--- config.mk ---
export PLATFORM = sky130hd
export DESIGN_NAME = line_rasterizer
export DESIGN_NICKNAME = d
export VERILOG_FILES = /design/src/design/lr_pkg.sv /design/src/design/line_rasterizer.sv
export VERILOG_INCLUDE_DIRS = /design/src /design/src/design
export SDC_FILE = /design/constraint.sdc
export NUM_CORES = 1
export LEC_CHECK = 0
export ABC_AREA = 1
export BUFFER_PORTS_ARGS = -buffer_cell sky130_fd_sc_hd__buf_2
export CORE_UTILIZATION = 30
export CTS_BUF_LIST = sky130_fd_sc_hd__clkbuf_16
export DETAILED_ROUTE_END_ITERATION = 10
export GPL_TIMING_DRIVEN = 0
export HOLD_SLACK_MARGIN = 0.05
export PLACE_DENSITY_LB_ADDON = 0.08
export SLEW_MARGIN = 25
export SYNTH_ARGS = -nofsm -noshare
export SYNTH_HDL_FRONTEND = slang
export SYNTH_SLANG_ARGS = --single-unit
--- constraint.sdc ---
create_clock -name i_clk -period 6.9 [get_ports i_clk]
set_input_delay 0.345 -clock i_clk [delete_from_list [all_inputs] [get_ports i_clk]]
set_output_delay 0.345 -clock i_clk [all_outputs]
set_load 0.02 [all_outputs]
--- src/design/line_rasterizer_macros.svh ---
// assertion macros shared by the line rasterizer rtl
`ifndef LINE_RASTERIZER_MACROS_SVH
`define LINE_RASTERIZER_MACROS_SVH

// property that must hold on every clock edge outside reset
`define LR_ASSERT_ALWAYS(label, clk, rst_n, prop, msg) \
    label: assert property (@(posedge clk) disable iff (!rst_n) (prop)) else $error(msg);

// when the antecedent holds, the consequent must hold in the following cycle
`define LR_ASSERT_NEXT(label, clk, rst_n, ante, cons, msg) \
    label: assert property (@(posedge clk) disable iff (!rst_n) (ante) |=> (cons)) else $error(msg);

`endif

--- src/design/lr_pkg.sv ---
// shared constants and helpers for the line rasterizer
package lr_pkg;

    // default coordinate width
    localparam int LR_COORD_BITS = 11;

    // beat kind carried on the input tuser
    typedef enum logic [0:0] {
        FUNC_LOAD = 1'b0,
        FUNC_STEP = 1'b1
    } t_func;

    // round a bit count up to whole bytes
    function automatic int lr_byte_round(input int bits);
        return ((bits + 7) / 8) * 8;
    endfunction

endpackage

--- src/design/line_rasterizer.sv ---
// line rasterizer top level: bresenham line engine, one pixel per step beat
//
//  channel   dir  handshake                       payload
//  s_axis    in   s_axis_tvalid / s_axis_tready   tdata: x_start y_start x_end y_end color
//                                                 tuser: func (0 load, 1 step)
//  m_axis    out  m_axis_tvalid / m_axis_tready   tdata: pixel_x pixel_y pixel_address
//                                                 pixel_color, tlast: last
//  cfg       in   i_cfg_wr_en                     i_cfg_wr_data: row_stride
//
// every accepted beat is handled in the cycle it is taken: one beat per clock
// sustained while m_axis does not stall, a pixel appears on m_axis in the cycle after its step beat
// the critical path is the row * stride multiply plus the column add
// a load beat and a step while no line is active produce no output beat
// reset (synchronous, active low) drops the active line and sets the stride to
// 2048, which fits the 12-bit stride register as it is
// s_axis_tready is high while the output register is empty or being drained,
// so a stalled m_axis holds one pixel and back-pressures the input
`include "line_rasterizer_macros.svh"

module line_rasterizer
    import lr_pkg::*;
#(
    parameter int COORD_BITS = LR_COORD_BITS
) (
    input  logic                                          i_clk,
    input  logic                                          i_rst_n,
    // configuration write
    input  logic                                          i_cfg_wr_en,
    input  logic [COORD_BITS:0]                           i_cfg_wr_data, // row_stride
    // input stream
    input  logic                                          s_axis_tvalid,
    output logic                                          s_axis_tready,
    // from bit 0: x_start, y_start, x_end, y_end, color, zero fill
    input  logic [lr_byte_round(4*COORD_BITS+32)-1:0]     s_axis_tdata,
    input  logic                                          s_axis_tuser,  // func
    // output stream
    output logic                                          m_axis_tvalid,
    input  logic                                          m_axis_tready,
    // from bit 0: pixel_x, pixel_y, pixel_address, pixel_color, zero fill
    output logic [lr_byte_round(4*COORD_BITS+32)-1:0]     m_axis_tdata,
    output logic                                          m_axis_tlast   // last
);

    localparam int CW = COORD_BITS;          // coordinate width
    localparam int SW = COORD_BITS + 1;      // row stride width
    localparam int AW = 2 * COORD_BITS;      // address width
    localparam int EW = COORD_BITS + 2;      // error term width
    localparam int XW = COORD_BITS + 3;      // doubled error term width
    localparam int DW = lr_byte_round(4*COORD_BITS+32);

    // tdata field offsets, input side
    localparam int XS_LO  = 0;
    localparam int YS_LO  = CW;
    localparam int XE_LO  = 2 * CW;
    localparam int YE_LO  = 3 * CW;
    localparam int COL_LO = 4 * CW;
    // tdata field offsets, output side
    localparam int PX_LO  = 0;
    localparam int PY_LO  = CW;
    localparam int PA_LO  = 2 * CW;
    localparam int PC_LO  = 2 * CW + AW;

    // stride reset is 2^COORD_BITS truncated to the register width
    localparam logic [SW-1:0] STRIDE_RST = SW'(2**COORD_BITS);

    // line state
    logic [CW-1:0] r_cur_x,  n_cur_x;
    logic [CW-1:0] r_cur_y,  n_cur_y;
    logic [CW-1:0] r_goal_x, n_goal_x;
    logic [CW-1:0] r_goal_y, n_goal_y;
    logic [CW-1:0] r_span_x, n_span_x;
    logic [CW-1:0] r_span_y, n_span_y;
    logic [EW-1:0] r_err,    n_err;
    logic          r_dir_x_neg, n_dir_x_neg;
    logic          r_dir_y_neg, n_dir_y_neg;
    logic [31:0]   r_color,  n_color;
    logic          r_busy,   n_busy;
    logic [SW-1:0] r_row_stride;

    // output register
    logic          r_out_valid, n_out_valid;
    logic [DW-1:0] r_out_data,  n_out_data;
    logic          r_out_last,  n_out_last;

    // input beat fields
    logic [CW-1:0] in_xs, in_ys, in_xe, in_ye;
    logic [31:0]   in_color;
    logic          in_acc;
    logic          is_step;

    // step datapath
    logic              at_end;
    logic signed [XW-1:0] e2;
    logic signed [XW-1:0] span_x_s, span_y_s;
    logic              move_x, move_y;
    logic [XW-1:0]     err_upd;
    logic [AW:0]       row_base;
    logic [AW:0]       addr_sum;

    assign in_xs    = s_axis_tdata[XS_LO  +: CW];
    assign in_ys    = s_axis_tdata[YS_LO  +: CW];
    assign in_xe    = s_axis_tdata[XE_LO  +: CW];
    assign in_ye    = s_axis_tdata[YE_LO  +: CW];
    assign in_color = s_axis_tdata[COL_LO +: 32];

    // skid-free: accept whenever the output register is free or drains now
    assign s_axis_tready = !r_out_valid || m_axis_tready;
    assign in_acc        = s_axis_tvalid && s_axis_tready;
    assign is_step       = (s_axis_tuser == FUNC_STEP);

    // bresenham decision on the current error term
    assign at_end   = (r_cur_x == r_goal_x) && (r_cur_y == r_goal_y);
    assign e2       = $signed({r_err, 1'b0});
    assign span_x_s = $signed({2'b00, r_span_x, 1'b0} >> 1);
    assign span_y_s = $signed({2'b00, r_span_y, 1'b0} >> 1);
    assign move_x   = e2 > -span_y_s;
    assign move_y   = e2 < span_x_s;
    assign err_upd  = {r_err[EW-1], r_err}
                      - (move_x ? XW'(r_span_y) : XW'(0))
                      + (move_y ? XW'(r_span_x) : XW'(0));

    // framebuffer address, wraps to the address width
    assign row_base = r_cur_y * r_row_stride;
    assign addr_sum = row_base + (AW+1)'(r_cur_x);

    always_comb begin
        n_cur_x     = r_cur_x;
        n_cur_y     = r_cur_y;
        n_goal_x    = r_goal_x;
        n_goal_y    = r_goal_y;
        n_span_x    = r_span_x;
        n_span_y    = r_span_y;
        n_err       = r_err;
        n_dir_x_neg = r_dir_x_neg;
        n_dir_y_neg = r_dir_y_neg;
        n_color     = r_color;
        n_busy      = r_busy;
        n_out_valid = r_out_valid && !m_axis_tready;
        n_out_data  = r_out_data;
        n_out_last  = r_out_last;

        if (in_acc) begin
            if (!is_step) begin
                // load replaces any active line
                n_cur_x     = in_xs;
                n_cur_y     = in_ys;
                n_goal_x    = in_xe;
                n_goal_y    = in_ye;
                n_dir_x_neg = in_xe < in_xs;
                n_dir_y_neg = in_ye < in_ys;
                n_span_x    = (in_xe < in_xs) ? in_xs - in_xe : in_xe - in_xs;
                n_span_y    = (in_ye < in_ys) ? in_ys - in_ye : in_ye - in_ys;
                n_err       = {2'b00, n_span_x} - {2'b00, n_span_y};
                n_color     = in_color;
                n_busy      = 1'b1;
            end else if (r_busy) begin
                // emit the current pixel
                n_out_valid              = 1'b1;
                n_out_data               = '0;
                n_out_data[PX_LO +: CW]  = r_cur_x;
                n_out_data[PY_LO +: CW]  = r_cur_y;
                n_out_data[PA_LO +: AW]  = addr_sum[AW-1:0];
                n_out_data[PC_LO +: 32]  = r_color;
                n_out_last               = at_end;
                if (at_end) begin
                    n_busy = 1'b0;
                end else begin
                    n_err = err_upd[EW-1:0];
                    if (move_x) begin
                        n_cur_x = r_dir_x_neg ? r_cur_x - 1'b1 : r_cur_x + 1'b1;
                    end
                    if (move_y) begin
                        n_cur_y = r_dir_y_neg ? r_cur_y - 1'b1 : r_cur_y + 1'b1;
                    end
                end
            end
        end
    end

    always_ff @(posedge i_clk) begin
        if (!i_rst_n) begin
            r_cur_x      <= '0;
            r_cur_y      <= '0;
            r_goal_x     <= '0;
            r_goal_y     <= '0;
            r_span_x     <= '0;
            r_span_y     <= '0;
            r_err        <= '0;
            r_dir_x_neg  <= 1'b0;
            r_dir_y_neg  <= 1'b0;
            r_color      <= '0;
            r_busy       <= 1'b0;
            r_row_stride <= STRIDE_RST;
            r_out_valid  <= 1'b0;
        end else begin
            r_cur_x     <= n_cur_x;
            r_cur_y     <= n_cur_y;
            r_goal_x    <= n_goal_x;
            r_goal_y    <= n_goal_y;
            r_span_x    <= n_span_x;
            r_span_y    <= n_span_y;
            r_err       <= n_err;
            r_dir_x_neg <= n_dir_x_neg;
            r_dir_y_neg <= n_dir_y_neg;
            r_color     <= n_color;
            r_busy      <= n_busy;
            r_out_valid <= n_out_valid;
            if (i_cfg_wr_en) begin
                r_row_stride <= i_cfg_wr_data;
            end
        end
    end

    // payload, no reset
    always_ff @(posedge i_clk) begin
        r_out_data <= n_out_data;
        r_out_last <= n_out_last;
    end

    assign m_axis_tvalid = r_out_valid;
    assign m_axis_tdata  = r_out_data;
    assign m_axis_tlast  = r_out_last;

    // a load beat arms the line and puts nothing on the output
    `LR_ASSERT_NEXT(a_load_no_out, i_clk, i_rst_n,
        in_acc && !is_step, r_busy && !r_out_valid,
        "load beat produced output or left engine idle")
    // a step with no active line puts nothing on the output
    `LR_ASSERT_NEXT(a_idle_step_no_out, i_clk, i_rst_n,
        in_acc && is_step && !r_busy, !r_out_valid && !r_busy,
        "idle step produced output")
    // the end point is flagged last and closes the line
    `LR_ASSERT_NEXT(a_end_closes, i_clk, i_rst_n,
        in_acc && is_step && r_busy && at_end, r_out_valid && r_out_last && !r_busy,
        "end point did not close the line")
    // a step short of the end point moves the pen
    `LR_ASSERT_NEXT(a_step_moves, i_clk, i_rst_n,
        in_acc && is_step && r_busy && !at_end,
        (r_cur_x != $past(r_cur_x)) || (r_cur_y != $past(r_cur_y)),
        "step did not advance the pen")

endmodule
==> impl_metrics.tcl <==
set metrics [dict create \
    layout-drive-gt1-share_pct 9.371 \
    dr.pass1.iters 5 \
    tns_ns 0 \
    rsz0062_at_grt "no" \
    port_buffers 171 \
    top_layer "met4" \
    finalSetupViolCount 0 \
    cpPeakStageDelay_ns 0.72 \
    tritoncts "yes" \
    synth_edf_count 77 \
    vdd_drop_max_uv 172.0 \
    core-area_mm2 0.05781 \
    skew_ns 0.02851 \
    die_w_um 244.3 \
    grt_pass1_wl_um 92160 \
    final_cell_mix "531 x nand2_1, 465 x inv_1, 225 x nor2_1" \
    cts_setup_buffers 0 \
    ys_top_cells_by_area "dfxtp_1 14%, fa_1 13%, edfxtp_1 13%" \
    drt-met1-wl_um 27830 \
    stdcell_count 3422 \
    syn_inst 2371 \
    crit_start "r_cur_y[6]" \
    synthMuxAreaShare_pct 0 \
    diodes 0 \
    slew_violations 0 \
    relSlewSlack_pct 32.89 \
    fmax_mhz 166.9 \
    n_fill_cell 6234 \
    hpwl_um 47910 \
    cts_buffers 29 \
    final_nets 3017 \
    rows 88 \
    vias 15780 \
    area_delta_synth_final_pct 19.15 \
    overflow 0 \
    path_buf_inv 6 \
    cp.arrival_ns 6.32 \
    synth_top_family_by_area "adder cells" \
    min_path_type "input port to register" \
    synth_area_mm2 0.01761 \
    ys_warn_count 0 \
    syn_area_per_cell_um2 7.429 \
    dpl.cell_count 3311 \
    yosysUniqueCellTypes 41 \
    dr.first_iter.drc_count 881 \
    path_cells "clkbuf_1 -> nand2_1 -> inv_1 -> fa_1 -> fa_1 -> inv_1 -> fa_1 -> inv_1 -> fa_1 -> inv_1 -> fa_1 -> inv_1 -> ha_1 -> a21oi_1 -> o21ai_0 -> a21oi_1 -> o21ai_0 -> nand2_1 -> nand3_1 -> xor2_1" \
    timing.rr.start "r_cur_y[6]" \
    wl_per_cell_um 17.49 \
    routed_wl_um 59840 \
    ant_nets 0 \
    worst_pin_slew_ns 0.9961 \
    cp_max_fo 10 \
    min_period_ns 5.991 \
    cts-root-buf "clkbuf_16" \
    hold_start "s_axis_tdata[42]" \
    synth_ff_type "dfxtp_1" \
    crit_required_ns 7.23 \
    routed-wl-met3_um 2396 \
    clock_path_buffers 3 \
    synth_xor_xnor_area_share_pct 4.276 \
    synth_top_area_cell "dfxtp_1" \
    ys_ff_latch 204 \
    initial_core_util_pct 30.47 \
    async_reset_ff_share_pct 0 \
    synth-seq-area-share_pct 27.56 \
    max_cap_violations 0 \
    via_per_inst 4.612 \
    synth_top_area_share_pct 14.43 \
    p_leak_nw 11.05 \
    cts_sinks 204 \
    hold_violations 0 \
    drc 0 \
    period_share_pct 86.83 \
    cp-end-kind "register" \
    grt_antenna_before_repair 0 \
    crit_type "register to register" \
    yosys.area_share.simple_pct 20.15 \
    num_io_pins 181 \
    grt_pass1_vias 16030 \
    critPathSlowestCell "dfxtp_1" \
    die_h_um 244.3 \
    htreeDepth 1 \
    path_clk_slew_ns 0.06 \
    die_area_mm2 0.05968 \
    layout_commonest_cell "nand2_1" \
    wl_met2_um 27730 \
    start_kind "register" \
    utilization_pct 36.31 \
    power_density_mw_per_mm2 237.9 \
    cp_top_family "adder cells" \
    clk_latency_ns 0.59 \
    gp_congestion 0.9083 \
    status "completed" \
    synth_fa_ha_area_share_pct 25.16 \
    grt_use_total_pct 20.15 \
    grt_max_degree 63 \
    synth_compound_area_share_pct 10.86 \
]
==> power breakdown <==
group | switching (W) | total [W] | internal, W
Sequential | 0.0000993 | 0.00145 | 0.00136
Clock | 0.000605 | 0.00148 | 0.000876
Combinational | 0.00133 | 0.00206 | 0.000729
Total | 0.00203 | 0.00499 | 0.00296
==> worst register-to-register path, stage by stage (launching register included) <==
cell	delay [ns]
dfxtp_1	0.72
clkbuf_1	0.56
nand2_1	0.13
inv_1	0.11
fa_1	0.44
fa_1	0.49
inv_1	0.06
fa_1	0.56
inv_1	0.06
fa_1	0.53
inv_1	0.06
fa_1	0.53
inv_1	0.04
ha_1	0.35
a21oi_1	0.24
o21ai_0	0.15
a21oi_1	0.14
o21ai_0	0.22
nand2_1	0.12
nand3_1	0.09
xor2_1	0.14
==> metrics by stage <==
stage	setup slack [ns]	instance area [µm²]	hold slack, ns	total power [W]
floorplan	1.809	17620	0.4029	0.002886
global placement	0.9607	19440	0.4076	0.003506
detailed placement	0.8703	19470	0.4076	0.003505
CTS	0.8573	20990	0.05350	0.005052
global route	0.5083	20990	0.06428	0.005402
finish	0.9090	20990	0.07809	0.004993
==> state kept, by name (all words and copies together) (netlist names), 11 cells and up <==
| signal | count |
|---|---|
| r_err | 13 |
| r_goal_x | 11 |
| r_cur_y | 11 |
| r_goal_y | 11 |
| r_span_y | 11 |
| r_span_x | 11 |
| r_row_stride | 12 |
| m_axis_tdata | 76 |
| r_color | 32 |
| r_cur_x | 11 |
==> path summary, 6_finish.rpt <==
check	end	cells past startpoint	slack, ns
max	m_axis_tdata[43]	20	0.91
min reg2reg	m_axis_tdata[69]	0	0.42
min	r_goal_y[9]	3	0.08
max reg2reg	m_axis_tdata[43]	20	0.91
==> cells by family (layout without fill, tap and decap cells) <==
group                      count (synthesis)  count (layout)
and+or+nand+nor                          887             887
buffers and inverters                    548             831
AOI/OAI and AO/OA                        361             361
adders and majority gates                284             284
DFF                                      204             204
xor gates and xnor gates                  86              86
other                                      1               4
==> metal layers <==
| metal | vias to the layer above | GRT usage, % |
|---|---|---|
| li1 | 7903 | - |
| met1 | 7467 | 26.73 |
| met2 | 324 | 33.92 |
| met3 | 87 | 2.261 |
| met4 | 0 | 6.654 |
| met5 | - | 0 |
==> final cells by class <==
type	instances	area (µm²)	share of cell area, %
well taps	765	957.2	4.561
flip-flops and latches	204	4855	23.13
multi-input cells	1622	10660	50.81
clock inverters	24	210.2	1.002
clock buffers	29	725.7	3.458
inverters	468	1762	8.394
plain buffers	80	350.3	1.669
repair buffers	230	1464	6.975
==> synth_stat cells, types with 3 or more instances <==
cell type  number
inv_1         461
edfxtp_1       77
a21oi_1       149
buf_2          10
o21bai_1       16
nand3_2         3
nand3_1        88
nand4_1        12
clkbuf_2        3
ha_1          167
buf_1           3
buf_4           5
xor2_1         74
o21a_1          3
o21ai_0       164
a21o_1          7
nor2_1        225
xnor2_1        12
clkbuf_1       57
nor3_1         18
a31oi_1         8
inv_2           5
fa_1          117
nand2_1       531
nand3b_1        3
dfxtp_1       127
a21boi_0        7
==> what timing repair did <==
item | 4_1_cts | 5_1_grt
hold buffers | 58 | 0
endpoints found under the hold margin | 58 | 0
resized for setup | 0 | 0
Power figures use the tool's default switching activity.
